[config.mk]
export PLATFORM = sky130hd
export DESIGN_NAME = lsvr_queue
export DESIGN_NICKNAME = d
export VERILOG_FILES = /design/src/rtl/core/lsvr_pkg.sv /design/src/rtl/core/lsvr_queue.sv
export SDC_FILE = /design/constraint.sdc
export NUM_CORES = 1
export LEC_CHECK = 0
export BUFFER_PORTS_ARGS = -buffer_cell sky130_fd_sc_hd__buf_2
export CELL_PAD_IN_SITES_DETAIL_PLACEMENT = 0
export CELL_PAD_IN_SITES_GLOBAL_PLACEMENT = 2
export CORE_MARGIN = 5
export CORE_UTILIZATION = 30
export DETAILED_ROUTE_END_ITERATION = 7
export PLACE_DENSITY_LB_ADDON = 0.1
export SETUP_SLACK_MARGIN = 0.15
export SLEW_MARGIN = 20
export SYNTH_ARGS = -nofsm -noshare
export SYNTH_HDL_FRONTEND = slang
export SYNTH_SLANG_ARGS = --single-unit
export TNS_END_PERCENT = 5
[constraint.sdc]
create_clock -name i_clk -period 4.7 [get_ports i_clk]
set_input_delay 0.94 -clock i_clk [delete_from_list [all_inputs] [get_ports i_clk]]
set_output_delay 0.94 -clock i_clk [all_outputs]
set_load 0.05 [all_outputs]
[src/rtl/core/lsvr_pkg.sv]
// ----------------------------------------------------------------------------
// lsvr_pkg
// shared types and constants of the looping sample voice resampler
// ----------------------------------------------------------------------------
package lsvr_pkg;

    // sample memory and play position
    localparam int SAMPLE_DEPTH = 65536;
    localparam int ADDR_W       = $clog2(SAMPLE_DEPTH);
    localparam int CNT_W        = ADDR_W + 1;
    localparam int SMP_W        = 16;
    localparam int FRAC_W       = 16;
    localparam int POS_W        = 40;
    localparam int IDX_W        = POS_W - FRAC_W;

    // interpolation product: (SMP_W+1) signed diff times (FRAC_W+1) signed frac
    localparam int LERP_W       = SMP_W + FRAC_W + 2;

    // configuration
    localparam int CFG_IDX_W    = 2;
    localparam int STEP_W       = 20;
    localparam int PITCH_W      = 9;
    localparam int CFG_DATA_W   = STEP_W;
    localparam int PITCH_MIN    = 25;
    localparam int PITCH_MAX    = 400;
    localparam int PITCH_RESET  = 100;
    localparam int STEP_RESET   = 65536;
    localparam int PERCENT      = 100;

    // step = floor(base * pitch / 100) via multiply by a rounded-up reciprocal
    localparam int PROD_W       = STEP_W + PITCH_W;
    localparam int RECIP_L      = $clog2(PERCENT);
    localparam int RECIP_SHIFT  = PROD_W + RECIP_L;
    localparam int RECIP_W      = PROD_W + 1;
    localparam longint unsigned RECIP =
        ((64'd1 << RECIP_SHIFT) + PERCENT - 1) / PERCENT;
    localparam int QFULL_W      = PROD_W + RECIP_W;
    localparam int STEPQ_W      = PROD_W - RECIP_L + 1;

    // small queue between front and back
    localparam int QDEPTH       = 4;
    localparam int QPTR_W       = $clog2(QDEPTH);
    localparam int QCNT_W       = QPTR_W + 1;

    typedef enum logic [1:0] {
        MODE_LOAD   = 2'd0,
        MODE_PLAY   = 2'd1,
        MODE_STOP   = 2'd2,
        MODE_RENDER = 2'd3
    } t_mode;

    typedef enum logic [CFG_IDX_W-1:0] {
        REG_SAMPLE_COUNT = 2'd0,
        REG_LOOP_ENABLE  = 2'd1,
        REG_BASE_STEP    = 2'd2,
        REG_PITCH        = 2'd3
    } t_reg_idx;

    typedef enum logic [2:0] {
        OP_LOAD    = 3'd0,
        OP_RESTART = 3'd1,
        OP_RESUME  = 3'd2,
        OP_STOP    = 3'd3,
        OP_RENDER  = 3'd4
    } t_op;

    typedef struct packed {
        t_op                     op;
        logic [ADDR_W-1:0]       addr;
        logic signed [SMP_W-1:0] value;
    } t_qitem;

    typedef struct packed {
        logic empty;
        logic full;
    } t_qstatus;

endpackage

[src/rtl/core/lsvr_queue.sv]
// ----------------------------------------------------------------------------
// lsvr_queue
// short fifo of decoded operations between front and back
// ----------------------------------------------------------------------------
module lsvr_queue import lsvr_pkg::*; (
    input  logic     i_clk,
    input  logic     i_rst_n,
    input  logic     i_push,
    input  t_qitem   i_push_item,
    input  logic     i_pop,
    output t_qitem   o_head,
    output t_qstatus o_status
);

    t_qitem            r_slot [QDEPTH];
    logic [QPTR_W-1:0] r_wptr;
    logic [QPTR_W-1:0] r_rptr;
    logic [QCNT_W-1:0] r_cnt;

    assign o_head          = r_slot[r_rptr];
    assign o_status.empty  = (r_cnt == '0);
    assign o_status.full   = (r_cnt == QCNT_W'(QDEPTH));

    always_ff @(posedge i_clk) begin
        if (!i_rst_n) begin
            r_wptr <= '0;
            r_rptr <= '0;
            r_cnt  <= '0;
        end else begin
            if (i_push) begin
                r_wptr <= r_wptr + 1'b1;
            end
            if (i_pop) begin
                r_rptr <= r_rptr + 1'b1;
            end
            priority if (i_push && !i_pop) begin
                r_cnt <= r_cnt + 1'b1;
            end else if (i_pop && !i_push) begin
                r_cnt <= r_cnt - 1'b1;
            end else begin
                r_cnt <= r_cnt;
            end
        end
    end

    always_ff @(posedge i_clk) begin
        if (i_push) begin
            r_slot[r_wptr] <= i_push_item;
        end
    end

    a_cnt_bound: assert property (@(posedge i_clk) disable iff (!i_rst_n)
        r_cnt <= QCNT_W'(QDEPTH))
        else $error("queue count above depth");

    a_ptr_gap: assert property (@(posedge i_clk) disable iff (!i_rst_n)
        (r_cnt == '0 || r_cnt == QCNT_W'(QDEPTH)) |-> (r_wptr == r_rptr))
        else $error("queue pointers disagree with count");

endmodule

==> Yosys cells after proc, flatten, opt, wreduce, memory -nomap -nowiden <==
Memory sizes are Yosys's and may differ from the RTL's. A register that Yosys moved wholly into a read port is not among the register bits.
Cells that the tools add are included.
{ "classes": {"addsub": 4, "n_eq_ne": 1, "n_mux": 6, "reduce_logical": 6} }
{ "op_table": {"columns": ["cell", "count"], "rows": [
  ["two-way mux 3 bit", 2],
  ["adder 2 x 1 -> 2 bit (second input constant)", 2],
  ["two-way mux 2 bit", 2],
  ["adder 3 x 1 -> 3 bit (second input constant)", 1],
  ["== test 3 bit (second input constant)", 1],
  ["zero test 3 bit", 1],
  ["subtractor 3 x 1 -> 3 bit (second input constant)", 1],
  ["logical AND 1 bit", 2],
  ["zero test 1 bit", 2],
  ["two-way mux 1 bit", 2],
  ["nonzero test 2 bit", 1]
]} }
{ "word_totals": {"register_bits": 7, "mem_bits_rw": 140, "inputBits": 39, "mem_count": 1} }
{ "mem_list": {"columns": ["memory", "depth", "word_bits", "read_ports", "rd_clocked_by_memory_dff", "write_ports", "line", "text"], "rows": [
  ["r_slot", 4, 35, 1, 1, 1, "lsvr_queue.sv:15", "t_qitem r_slot [QDEPTH];"]
]} }

==> Logic depth before layout (Yosys ltp) <==
{ "logic_depth": {"ltp_word": 4, "depth_mapped": 7} }

==> Worst setup path after synthesis <==
No wires, ideal clock.
{ "synth_path": {"kind": "register to output", "startpoint": "reg r_cnt[1]", "endpoint": "out o_status[0] (netlist name)", "arrival_time_ns": 1.502, "setup_slack_ns": 2.258, "stages_incl_launch_ff": 2, "cell_sequence": "dfxtp_1 nor3b_1"} }
{ "synth_lines": {"columns": ["item", "line", "text"], "rows": [
  ["start: declaration", "lsvr_queue.sv:18", "logic [QCNT_W-1:0] r_cnt;"],
  ["start signal: assignment", "lsvr_queue.sv:37", "r_cnt <= r_cnt + 1'b1;"],
  ["start signal: assignment", "lsvr_queue.sv:39", "r_cnt <= r_cnt - 1'b1;"],
  ["start signal: assignment", "lsvr_queue.sv:41", "r_cnt <= r_cnt;"],
  ["end: declaration", "lsvr_queue.sv:12", "output t_qstatus o_status"]
]} }

==> impl_results.md <==
* Critical path launch point type: register
* Detailed Place HPWL at 6.08 mm
* Final-report hold violation count at 0
* Synth Area in Compound Gates at 0.226%
* Hold path depth at 2
* Total grt overflow at 0
* Rows at 49
* Max FO, Critical Path at 13
* FF/Latch Area at 4390 um^2
* Commonest non-fill, non-tap cell in the layout: edfxtp_1
* Drt total wl at 10.6 mm
* WS Path Type: reg -> out
* Area grow syn2layout at 21.9%
* WL per Instance at 19.1 um
* Max Buffers Root-to-Sink at 2
* FF-to-FF Start: r_wptr[0]
* Clock root buffer: clkbuf_16
* Clock Pin Slew Worst Setup and Hold Paths at 0.07 ns
* Worst setup EP type: primary output
* Final Cycle Share at 66.4%
* Via-per-instance ratio at 4.46
* CTS tree: built
* Clk_lat worst skew at 0.42 ns
* Post-Synth Adder-Cell Area at 1.49%
* Die W at 146 um
* Filler Cells Inserted at 1,645
* Ys Warns at 0
* Routed via count at 2,477
* Hold Startpoint: r_cnt[2]
* Clock sink count at 149
* PwrDens at 503 nW/um^2
* Simple-gate share of the synthesized area at 1.65%
* Register area share after synthesis at 79.0%
* Cells after Synth at 226
* Reg2reg end: r_slot[2][27]
* Worst path arrival time at 2.18 ns
* Xor and xnor area share after synthesis at 0.789%
* Pin count of the biggest net entering global routing at 36
* Die ar. at 21,300 um^2
* Layout cells sized above 1 at 44.3%
* H-tree Lvls at 4
* CP required at 3.76 ns
* Slew Viols, Final at 0
* Die Ht at 146 um
* Area share of the largest cell type after synthesis at 75.8%
* Peak VDD IR at 0.222 mV
* Post-synthesis area per instance at 24.5 um^2
* Most frequent cells in the layout: 140 x edfxtp_1, 75 x buf_2, 30 x mux4_2
* GRT Total Usage at 10.6%
* DRT antenna net count at 0
* Unrepaired setup endpoints after global routing: false
* Final Wtd Congestion at 0.638
* Critical Path, Cell by Cell: buf_4 > mux4_2 > buf_2
* Post-cts resize count at 0
* DRC violations left at 0
* Endpoints failing setup at 0
* Post-synthesis cell area at 5550 um^2
* Max capacitance violation total at 0
* Syn nets at 271
* Hold Path Sink: r_cnt[2]
* Max frequency at 320 MHz
* Hold_ws at 0.513 ns
* Global-route wire length before repair at 16.7 mm
* Number of global-route vias before repair at 2,779
* CTS buffer count at 17
* Critical Path Max Stage Delay at 0.60 ns
* PortBufs at 75
* Slew @ Worst Pin at 1.05 ns
* Setup repair bufs after CTS at 0
* 1st-iter DRT viols at 125
* Min Tclk post-route at 3.12 ns
* Initial core utilization at 30.7%
* Fin nets at 359
* Synth cell types at 22
* Ant. Diodes at 0
* Pleak at 2.31 nW
* Final Skew at 0.00878 ns
* Relative slew slack at 30.2%
* Setup_tns at 0 ns
* Reg2reg path depth at 3
* Pre-Repair DR Iteration Count at 4
* Status: completed
* Worst R2R Setup Slack at 2.89 ns
* Core Area at 18,100 um^2
* Antenna violations before repair at 0
* Area occupied by multi-input gates at 1060 um^2
* Crit-path slowest cell: dfxtp_2
* Final Util at 37.4%
* IO Count at 76
* Hold bufs inserted after CTS at 0
* Synth top area cells: edfxtp_1 76%, mux4_2 12%, dfxtp_1 3.2%, mux4_1 2.4%, ha_1 1.1%
* Number of synthesized register bits at 149
* Largest family of logic cells by synthesized area: multiplexers
* Yosys top cell by area: edfxtp_1
* Hold Crit Class: reg -> reg
* Post-synthesis mux area share at 14.9%
power by group:
part	total (mW)	leakage, nW	internal [mW]	switching, mW
logic	0.426	0.648	0.132	0.294
clock network	1.41	0.296	0.850	0.563
registers	1.56	1.36	1.52	0.0353
total	3.40	2.31	2.50	0.892
synthesized netlist by cell type, drive strengths merged:
master  instances
buf             7
xnor2           2
xor2            3
or3             1
fa              1
inv             4
nand2           1
dfxtp           9
ha              5
a21boi          1
nor2b           2
and2            9
nor3b           1
clkbuf          1
o21ai           1
mux4           35
edfxtp        140
mux2i           2
nor3            1
area by class of cell:
type / instances / area share, %
sequential: 149 / 64.9
clock inverter: 15 / 2.85
multi-input combinational: 65 / 15.7
timing repair buffer: 77 / 5.77
tap: 229 / 4.24
clock buffer: 17 / 6.29
inverter: 4 / 0.222
sequential cells by signal (all words and copies together), names as in the netlist, named ones only:
register and flops:
r_cnt 3, r_rptr 2, r_slot 140, r_wptr 2
cells by family after synthesis:
kind of cell             count (synthesis)
AO/OA/AOI/OAI                            2
AND/OR/NAND/NOR                         15
adder cells (fa/ha/maj)                  6
buffers and inverters                   12
multiplexers                            37
XOR/XNOR                                 5
flip-flops                             149
metrics by stage:
| stage | instance area [um^2] | worst slack (ns) | std cells | power (mW) |
|---|---|---|---|---|
| floorplan | 5550 | 2.26 | 226 | 1.91 |
| global placement | 6140 | 1.94 | 524 | 2.02 |
| detailed placement | 6140 | 1.94 | 524 | 2.03 |
| CTS | 6760 | 1.48 | 556 | 3.45 |
| global route | 6760 | 1.42 | 556 | 3.54 |
| finish | 6760 | 1.58 | 556 | 3.40 |
per-layer routing:
metal | track usage (%) | part of all wire (%)
met1 | 13.1 | 45
met2 | 17.2 | 49
met3 | 3.92 | 4.8
met4 | 3.95 | 1.1
met5 | 0 | 0
worst max-delay path, delay by kind of cell (launching register included):
| family | cells | cell delay, ns |
|---|---|---|
| mux | 1 | 0.58 |
| flops | 1 | 0.60 |
| buf+inv | 2 | 0.59 |
worst max path at each step:
| stage | cells after the start | startpoint | to | slack (ns) |
|---|---|---|---|---|
| finish | 3 | register | o_head[6] | 1.58 |
| floorplan | 1 | r_cnt[1] | o_status[0] | 2.26 |
| global route | 3 | register | o_head[20] | 1.42 |
| detailed placement | 3 | register | o_head[0] | 1.94 |
| CTS | 3 | register | o_head[20] | 1.48 |
| global placement | 3 | register | o_head[6] | 1.94 |
Note: power is estimated with default switching activity, not from simulation.
