<file path="src/rtl/core/lsvr_pkg.sv">
// ----------------------------------------------------------------------------
// lsvr_pkg
// shared types and constants of the looping sample voice resampler
// ----------------------------------------------------------------------------
package lsvr_pkg;

    // sample memory and play position
    localparam int SAMPLE_DEPTH = 65536;
    localparam int ADDR_W       = $clog2(SAMPLE_DEPTH);
    localparam int CNT_W        = ADDR_W + 1;
    localparam int SMP_W        = 16;
    localparam int FRAC_W       = 16;
    localparam int POS_W        = 40;
    localparam int IDX_W        = POS_W - FRAC_W;

    // interpolation product: (SMP_W+1) signed diff times (FRAC_W+1) signed frac
    localparam int LERP_W       = SMP_W + FRAC_W + 2;

    // configuration
    localparam int CFG_IDX_W    = 2;
    localparam int STEP_W       = 20;
    localparam int PITCH_W      = 9;
    localparam int CFG_DATA_W   = STEP_W;
    localparam int PITCH_MIN    = 25;
    localparam int PITCH_MAX    = 400;
    localparam int PITCH_RESET  = 100;
    localparam int STEP_RESET   = 65536;
    localparam int PERCENT      = 100;

    // step = floor(base * pitch / 100) via multiply by a rounded-up reciprocal
    localparam int PROD_W       = STEP_W + PITCH_W;
    localparam int RECIP_L      = $clog2(PERCENT);
    localparam int RECIP_SHIFT  = PROD_W + RECIP_L;
    localparam int RECIP_W      = PROD_W + 1;
    localparam longint unsigned RECIP =
        ((64'd1 << RECIP_SHIFT) + PERCENT - 1) / PERCENT;
    localparam int QFULL_W      = PROD_W + RECIP_W;
    localparam int STEPQ_W      = PROD_W - RECIP_L + 1;

    // small queue between front and back
    localparam int QDEPTH       = 4;
    localparam int QPTR_W       = $clog2(QDEPTH);
    localparam int QCNT_W       = QPTR_W + 1;

    typedef enum logic [1:0] {
        MODE_LOAD   = 2'd0,
        MODE_PLAY   = 2'd1,
        MODE_STOP   = 2'd2,
        MODE_RENDER = 2'd3
    } t_mode;

    typedef enum logic [CFG_IDX_W-1:0] {
        REG_SAMPLE_COUNT = 2'd0,
        REG_LOOP_ENABLE  = 2'd1,
        REG_BASE_STEP    = 2'd2,
        REG_PITCH        = 2'd3
    } t_reg_idx;

    typedef enum logic [2:0] {
        OP_LOAD    = 3'd0,
        OP_RESTART = 3'd1,
        OP_RESUME  = 3'd2,
        OP_STOP    = 3'd3,
        OP_RENDER  = 3'd4
    } t_op;

    typedef struct packed {
        t_op                     op;
        logic [ADDR_W-1:0]       addr;
        logic signed [SMP_W-1:0] value;
    } t_qitem;

    typedef struct packed {
        logic empty;
        logic full;
    } t_qstatus;

endpackage

</file>
<file path="src/rtl/core/lsvr_front.sv">
// ----------------------------------------------------------------------------
// lsvr_front
// input register: takes transactions, decodes them into queue operations
// ----------------------------------------------------------------------------
module lsvr_front import lsvr_pkg::*; (
    input  logic                    i_clk,
    input  logic                    i_rst_n,
    input  logic                    i_in_valid,
    output logic                    o_in_stall,
    input  logic [1:0]              i_mode,
    input  logic [ADDR_W-1:0]       i_sample_index,
    input  logic signed [SMP_W-1:0] i_sample_value,
    input  logic                    i_loop_enable,
    input  t_qstatus                i_q_status,
    output logic                    o_push,
    output t_qitem                  o_push_item
);

    logic   r_fv;
    t_qitem r_item;
    t_qitem n_item;
    logic   n_keep;
    logic   accept;

    assign o_in_stall  = r_fv && i_q_status.full;
    assign accept      = i_in_valid && !o_in_stall;
    assign o_push      = r_fv && !i_q_status.full;
    assign o_push_item = r_item;

    // decode; a load beyond the memory is dropped here
    always_comb begin
        n_item.addr  = i_sample_index;
        n_item.value = i_sample_value;
        n_item.op    = OP_RENDER;
        n_keep       = 1'b1;
        unique case (t_mode'(i_mode))
            MODE_LOAD: begin
                n_item.op = OP_LOAD;
                n_keep    = ({1'b0, i_sample_index} < CNT_W'(SAMPLE_DEPTH));
            end
            MODE_PLAY:   n_item.op = i_loop_enable ? OP_RESUME : OP_RESTART;
            MODE_STOP:   n_item.op = OP_STOP;
            MODE_RENDER: n_item.op = OP_RENDER;
        endcase
    end

    always_ff @(posedge i_clk) begin
        if (!i_rst_n) begin
            r_fv <= 1'b0;
        end else if (accept) begin
            r_fv <= n_keep;
        end else if (o_push) begin
            r_fv <= 1'b0;
        end
    end

    always_ff @(posedge i_clk) begin
        if (accept) begin
            r_item <= n_item;
        end
    end

endmodule

</file>
<file path="config.mk">
export PLATFORM = sky130hd
export DESIGN_NAME = lsvr_front
export DESIGN_NICKNAME = d
export VERILOG_FILES = /design/src/rtl/core/lsvr_pkg.sv /design/src/rtl/core/lsvr_front.sv
export SDC_FILE = /design/constraint.sdc
export NUM_CORES = 1
export LEC_CHECK = 0
export BUFFER_PORTS_ARGS = -buffer_cell sky130_fd_sc_hd__buf_2
export CELL_PAD_IN_SITES_DETAIL_PLACEMENT = 1
export CELL_PAD_IN_SITES_GLOBAL_PLACEMENT = 2
export CORE_ASPECT_RATIO = 1.75
export CORE_MARGIN = 2
export CORE_UTILIZATION = 26
export CTS_CLUSTER_DIAMETER = 30
export DETAILED_ROUTE_END_ITERATION = 8
export PLACE_DENSITY = 0.83
export SYNTH_ARGS = -nofsm -noshare
export SYNTH_HDL_FRONTEND = slang
export SYNTH_SLANG_ARGS = --single-unit
</file>
<file path="constraint.sdc">
create_clock -name i_clk -period 3.4 [get_ports i_clk]
set_input_delay 0.34 -clock i_clk [delete_from_list [all_inputs] [get_ports i_clk]]
set_output_delay 0.34 -clock i_clk [all_outputs]
set_load 0.005 [all_outputs]
</file>
Word level (Yosys, flattened, before mapping)
Index checks and enable logic that the tools add are counted.

storage, ports and cells
  word-level logic and storage cells = 18
  flip-flop bits (word level) = 36
  output and inout bits = 37

cells by class
  equal/unequal tests = 3
  reductions and logical operators = 7
  muxes and demuxes = 4

operator list
  cell                                                              count
  3-bit one-hot mux with 4 select lines                             1
  2-bit == test (second input constant)                             2
  1-bit logical AND                                                 3
  2-bit by 1-bit == test with 1-bit output (second input constant)  1
  1-bit logical NOT                                                 2
  2-bit logical NOT                                                 1
  1-bit 2-to-1 mux                                                  2
  2-bit 2-to-1 mux                                                  1
  2-bit nonzero test                                                1

Longest topological paths before layout
Gate-level depths: netlist of run 1.

  word-level depth = 4
  depth in mapped cells = 2

Worst setup path before layout of run 1
Ideal clock, no wire load.

  path type = input to register
  from = in i_q_status[0] in the netlist's numbering
  to = reg r_item, in the netlist o_push_item[0] (enable)
  path slack = 0.896 ns
  setup time = 0.431 ns
  arrival = 2.073 ns
  required time = 2.969 ns
  stages = 2
  path buffers = 0
  cell sequence = and2_4 -> nor2b_1

between the ends
  word-level cells in the longest chain between the ends = 3

RTL lines
  what                    line              RTL
  start: declaration      lsvr_front.sv:14  input t_qstatus i_q_status,
  1-bit logical AND       lsvr_front.sv:25  assign o_in_stall = r_fv && i_q_status.full;
  1-bit logical NOT       lsvr_front.sv:26  assign accept = i_in_valid && !o_in_stall;
  1-bit logical AND       lsvr_front.sv:26
  named net accept        lsvr_front.sv:23  logic accept;
  end signal: assignment  lsvr_front.sv:59  r_item <= n_item;
  end: declaration        lsvr_front.sv:20  t_qitem r_item;

The timed path passes the listed nets, and every way through them passes these cells.
A chain may end at the register's enable or synchronous reset.

Worst setup path in the final report of run 1
  from = reg r_fv
  to = reg r_item, in the netlist o_push_item[15] (enable)

between the ends
  word-level cells in the longest chain between the ends = 3

RTL lines
  what                      line              RTL
  start: declaration        lsvr_front.sv:19  logic r_fv;
  start signal: assignment  lsvr_front.sv:51  r_fv <= n_keep;
  1-bit logical AND         lsvr_front.sv:25
  1-bit logical NOT         lsvr_front.sv:26
  1-bit logical AND         lsvr_front.sv:26
  named net accept          lsvr_front.sv:23

The timed path passes the listed nets, and every way through them passes these cells.

==> results by group, run 1 <==
Critical path
  • Critical Path Stages: 2
  • Crit path max-delay family: simple AND/OR/NAND/NOR gates
  • Worst Setup EP: o_push_item[15]$_DFFE_PP_
  • CP endpoint kind: register
  • CP Buf/Inv Count: 0
  • Worst R2R End: o_push_item[15]$_DFFE_PP_
  • Critical Path Source Type: register
  • Reg2Reg Depth: 2
  • Worst r2r src: r_fv$_SDFFE_PN0P_
  • Critical path class: reg2reg
  • CP Cell Sequence: and2_4, nor2b_4
  • CP Data Arrival Time: 1.47 ns
  • Data required, critical path: 3.30 ns
  • R2R Setup Slk: 1.83 ns
  • Critical path origin: r_fv$_SDFFE_PN0P_
  • Crit path max fanout: 35
  • Slowest cell on crit path: nor2b_4
  • Slowest cell delay on critical path: 0.73 ns

Floorplanning
  • Die Y-Extent: 91.4 um
  • Initial Utilization: 27.3%
  • Die area: 0.00493 mm^2
  • Row count: 31
  • Placeable core region: 0.00415 mm^2
  • Ports: 77
  • Die width: 53.9 um

Global routing
  • Grt ovf: 0
  • Vias in the first global route: 782
  • GR Util met3: 4.77%
  • GRT busiest layer: met2
  • Initial antenna violation count: 0
  • Largest net degree at the start of global routing: 36
  • First-pass GRT wire length: 3710 um
  • Met1 Usage GRT: 10.7%
  • Met2 Resource Use GR: 19.1%
  • GRT Util Overall: 10.9%

Power and ir drop
  • LEAKAGE: 0.727 nW
  • Cell Pwr Density: 523 mW/mm^2
  • VDD IR max: 396 uV

Clock network
  • Sink Count: 36
  • Clock Path Buffers: 2
  • Clk Latency, worst-skew pair: 0.28 ns
  • Clock Tree Root: clkbuf_8
  • Cts repair resizes: 0
  • Postcts setup bufs: 0
  • Htree depth: 2
  • Hold-fix buffers, CTS: 0
  • CTS tree: built
  • Worst-path clk slew: 0.07 ns
  • Number of buffers created by CTS: 5

Timing
  • FMAX: 0.637 GHz
  • Setup TNS Final: 0 ns
  • Final worst setup slack: 1.83 ns
  • Fin Clk Skew: 0.00622 ns
  • Worst slew pin tran: 0.932 ns
  • Relative slew slack: 37.7%
  • Max Slew Vio Count: 0
  • RSZ-0062 raised after global routing: no
  • Fin. Hold Viols: 0
  • Final setup viols: 0
  • Final Cycle Share: 46.1%
  • Final worst path period need: 1.57 ns

Logic synthesis
  • Synth Cell Area: 0.00113 mm^2
  • Synth area leaders: edfxtp_1 93%, dfxtp_1 1.8%, nand2b_1 1.1%, o21ai_1 0.88%, and2_4 0.77%
  • Gate count of the mapped netlist: 46
  • Count leader, synth: edfxtp_1
  • Avg Cell Area, Syn: 24.6 um^2
  • Seq/Total Area, Yosys: 94.5%
  • Most frequent cells after synthesis: 35 x edfxtp_1, 2 x nand2b_1, 2 x o21ai_1
  • Synth top area share: 92.7%
  • Primary FF master, synth: edfxtp_1
  • EDFF count, synth: 35
  • Cell variety after synth: 10
  • Ys Warns: 0
  • Synthesis-stage register bit count: 36
  • Cell taking the most area after synthesis: edfxtp_1
  • Post-synth net total: 86
  • Ys async rst share: 0%

Drt
  • 1st-iter DRT viols: 8
  • Via count: 723
  • DRC viols: 0
  • 1st-pass router iterations: 4
  • Final ANT Viol Nets: 0
  • Drt wl/cell: 14.2 um
  • Vias/cell: 4.06
  • WL final: 2530 um

Placed design
  • Routability cong.: 0.699
  • Worst Setup Slack post-DPL: 1.64 ns
  • Port bufs: 75

Layout
  • Share of cells above drive strength 1: 65.1%
  • FILL cells: 462
  • FF/Latch Area: 0.00107 mm^2
  • Final nets: 168
  • Area of the multi-input gates: 66.3 um^2
  • Diodes inserted: 0
  • Layout Area Growth over Synthesis: 46.5%

Run
  • Max-cap violations: 0

Status
  • Outcome: finished clean

Min path
  • Hold Path Class: in2reg
[placed cells by master, fill, tap and decap left out, drive strengths merged]
master and count:
o21ai 2, and2b 1, o21a 1, nand2b 2
and2 2, edfxtp 35, dfxtp 1, nor2b 1
clkbuf 5, buf 75, clkinv 3, inv 1
[worst min-delay path by stage]
stage	cells after the start	to	slack, ns	from
after floorplan	0	o_push_item[0]$_DFFE_PP_	0.44	i_sample_value[0]
after global placement	1	o_push_item[27]$_DFFE_PP_	0.52	i_sample_index[11]
after detailed placement	1	o_push_item[27]$_DFFE_PP_	0.52	i_sample_index[11]
after CTS	1	o_push_item[3]$_DFFE_PP_	0.22	i_sample_value[3]
after global routing	1	o_push_item[16]$_DFFE_PP_	0.21	i_sample_index[0]
final	1	o_push_item[3]$_DFFE_PP_	0.23	i_sample_value[3]
[cell type report]
type / count / area share, %
Inverter: 1 / 0.226
Tap cell: 49 / 3.69
Multi-Input combinational cell: 9 / 3.99
Clock inverter: 3 / 0.829
Clock buffer: 5 / 4.14
Sequential cell: 36 / 64.5
Timing Repair Buffer: 75 / 22.6
[worst register-to-register path: cells and delay by family, from the launching register on]
family | cells | cell delay (ns)
flip-flops | 1 | 0.31
AND/OR/NAND/NOR | 2 | 0.88
[report_power, final]
group | switching [mW] | internal [mW] | leakage, nW
clock | 0.136 | 0.139 | 0.0453
combinational | 0.0331 | 0.0350 | 0.334
sequential | 0.00618 | 0.519 | 0.348
[state kept, by name (all words and copies together) (netlist names)]
register     count
o_push_item     35
r_fv             1
[stage by stage]
stage	area [um^2]	hold slack, ns	total power [mW]	utilization (%)	std cells
after floorplan	1130	0.439	0.551	-	46
after global placement	1580	0.517	0.599	38.0	170
after detailed placement	1580	0.518	0.605	38.0	170
after CTS	1660	0.222	0.881	40.0	178
after global routing	1660	0.214	0.905	40.0	178
final	1660	0.228	0.868	40.0	178
[cells by family (layout without fill, tap and decap cells)]
logic type	after synthesis	in the layout	synth area share [%]
flops	36	36	94.5
simple gates	6	6	3.64
buf+inv	1	84	0.331
compound gates	3	3	1.55
[per-layer routing]
layer,share of wire [%],vias to the layer above
met5,0,-
met4,1.1,0
met3,13,3
met2,54,56
met1,32,325
li1,-,339
(Power assumes the default switching activity.)
==> run 2: changes to the inputs <==
--- a/config.mk
+++ b/config.mk
@@ -10,10 +10,10 @@
 export CELL_PAD_IN_SITES_GLOBAL_PLACEMENT = 2
 export CORE_ASPECT_RATIO = 1.75
 export CORE_MARGIN = 2
-export CORE_UTILIZATION = 26
+export CORE_UTILIZATION = 23
 export CTS_CLUSTER_DIAMETER = 30
 export DETAILED_ROUTE_END_ITERATION = 8
-export PLACE_DENSITY = 0.83
+export PLACE_DENSITY = 0.78
 export SYNTH_ARGS = -nofsm -noshare
 export SYNTH_HDL_FRONTEND = slang
 export SYNTH_SLANG_ARGS = --single-unit
==> constraint.sdc (replaced) <==
create_clock -name i_clk -period 1.3 [get_ports i_clk]
set_input_delay 0.13 -clock i_clk [delete_from_list [all_inputs] [get_ports i_clk]]
set_output_delay 0.13 -clock i_clk [all_outputs]
set_load 0.005 [all_outputs]
==> run 2 against run 1 <==
Compared with the run above: count of clock-buffer cells in the layout unchanged; clock skew down 0.0013 ns; fmax up 37%; final cell count up 3.9%; largest power group unchanged; highest routed layer unchanged.
==> results by group, run 2 (same netlist as run 1, synthesis figures left out) <==
Status
  • Outcome: finished clean (unchanged)

Global routing
  • Vias in the first global route: 789 (was 782)
  • Grt ovf: 0 (unchanged)
  • GRT Util Overall: 8.76% (was 10.9%)
  • First-pass GRT wire length: 3620 um (was 3710 um)
  • Largest net degree at the start of global routing: 35 (was 36)
  • Initial antenna violation count: 0 (unchanged)

Floorplanning
  • Row count: 33 (was 31)
  • Die area: 0.00553 mm^2 (was 0.00493 mm^2)
  • Initial Utilization: 24.1% (was 27.3%)
  • Die Y-Extent: 96.9 um (was 91.4 um)
  • Ports: 77 (unchanged)
  • Die width: 57.1 um (was 53.9 um)
  • Placeable core region: 0.00471 mm^2 (was 0.00415 mm^2)

Layout
  • Diodes inserted: 0 (unchanged)
  • FILL cells: 500 (was 462)
  • Most common cell after layout, fill and taps aside: buf_2 (unchanged)
  • Fin cells: 185 (was 178)
  • Layout Area Growth over Synthesis: 57.9% (was 46.5%)
  • Largest register FFs: 35 (unchanged)
  • Final nets: 172 (was 168)
  • Share of cells above drive strength 1: 64.7% (was 65.1%)
  • Commonest non-fill, non-tap cells in the layout: 75 x buf_2, 35 x edfxtp_1, 5 x clkbuf_8 (unchanged)

Drt
  • 1st-iter DRT viols: 3 (was 8)
  • Vias/cell: 4.02 (was 4.06)
  • 1st-pass router iterations: 3 (was 4)
  • Final ANT Viol Nets: 0 (unchanged)
  • Drt wl/cell: 13.1 um (was 14.2 um)
  • WL final: 2420 um (was 2530 um)
  • Via count: 744 (was 723)
  • DRC viols: 0 (unchanged)

Timing
  • Setup TNS Final: 0 ns (unchanged)
  • Hold slack: 0.0160 ns (was 0.228 ns)
  • Worst slew pin tran: 0.184 ns (was 0.932 ns)
  • RSZ-0062 raised after global routing: no (unchanged)
  • Final setup viols: 0 (unchanged)
  • Max Slew Vio Count: 0 (unchanged)
  • Relative slew slack: 87.7% (was 37.7%)
  • Fin. Hold Viols: 0 (unchanged)
  • Final worst path period need: 1.15 ns (was 1.57 ns)
  • FMAX: 0.873 GHz (was 0.637 GHz)
  • Final Cycle Share: 88.1% (was 46.1%)
  • Final worst setup slack: 0.154 ns (was 1.83 ns)
  • Fin Clk Skew: 0.00489 ns (was 0.00622 ns)

Clock network
  • Postcts setup bufs: 0 (unchanged)
  • Clock Path Buffers: 2 (unchanged)
  • Hold-fix buffers, CTS: 0 (unchanged)
  • Clk Latency, worst-skew pair: 0.28 ns (about the same)
  • Number of buffers created by CTS: 5 (unchanged)
  • Htree depth: 2 (unchanged)
  • CTS tree: built (unchanged)
  • Sink Count: 36 (unchanged)
  • Worst-path clk slew: 0.07 ns (about the same)
  • Clock Tree Root: clkbuf_8 (unchanged)
  • Cts repair resizes: 0 (unchanged)

Power and ir drop
  • VDD IR max: 909 uV (was 396 uV)
  • LEAKAGE: 0.782 nW (was 0.727 nW)
  • Pwr Total: 2.90 mW (was 868 uW)
  • Cell Pwr Density: 1620 mW/mm^2 (was 523 mW/mm^2)

Critical path
  • Critical path origin: r_fv$_SDFFE_PN0P_ (unchanged)
  • Data required, critical path: 1.28 ns (was 3.30 ns)
  • Critical path class: reg2reg (unchanged)
  • CP Data Arrival Time: 1.13 ns (was 1.47 ns)
  • Worst r2r src: r_fv$_SDFFE_PN0P_ (unchanged)
  • Critical Path Source Type: register (unchanged)
  • Crit path max fanout: 34 (was 35)
  • CP endpoint kind: register (unchanged)

Placed design
  • Routability cong.: 0.640 (was 0.699)
  • Dpl cells: 174 (was 170)
  • Worst Setup Slack post-DPL: 0.159 ns (was 1.64 ns)
  • Port bufs: 75 (unchanged)

Min path
  • Hold Path Class: in2reg (unchanged)
  • Hold path start: i_sample_index[1] (was i_sample_value[3])

Run
  • Max-cap violations: 0 (unchanged)
run 2: worst max-delay path: stages, from the launching register on:
cell and delay, ns:
dfxtp_1 0.31, and2_4 0.15, nor2b_4 0.15, buf_12 0.22
run 2: cell type report:
class	instances	area (um^2)	area share, %
timing repair buffer	79	425	23.8
clock buffer	5	68.8	3.84
inverter	1	3.75	0.210
tap	52	65.1	3.63
sequential	36	1070	59.8
multi-input combinational	9	66.3	3.70
clock inverter	3	90.1	5.03
run 2: through the flow:
step	area, um^2	util [%]
floorplan	1140	-
global placement	1600	34.0
detailed placement	1600	34.0
CTS	1760	37.4
global route	1790	38.0
finish	1790	38.0
run 2: where the power goes:
group | switching (mW) | internal [mW] | leakage (nW) | total, mW
combinational | 0.0878 | 0.105 | 0.356 | 0.193
sequential | 0.0140 | 1.35 | 0.348 | 1.37
clock | 0.375 | 0.959 | 0.0784 | 1.33
run 2: worst paths after layout:
kind	to	slack [ns]	cells after the start
worst max-delay path	o_push_item[2]$_DFFE_PP_	0.15	3
worst max register to register	o_push_item[2]$_DFFE_PP_	0.15	3
worst min register to register	r_fv$_SDFFE_PN0P_	0.63	2
worst min-delay path	o_push_item[17]$_DFFE_PP_	0.02	1
run 2: per-layer routing:
metal	up-vias	routed length (um)	GRT usage (%)
met5	-	0	0
met1	344	805	8.59
li1	346	-	-
met2	49	1320	14.9
met3	5	248	4.55
met4	0	46	3.76
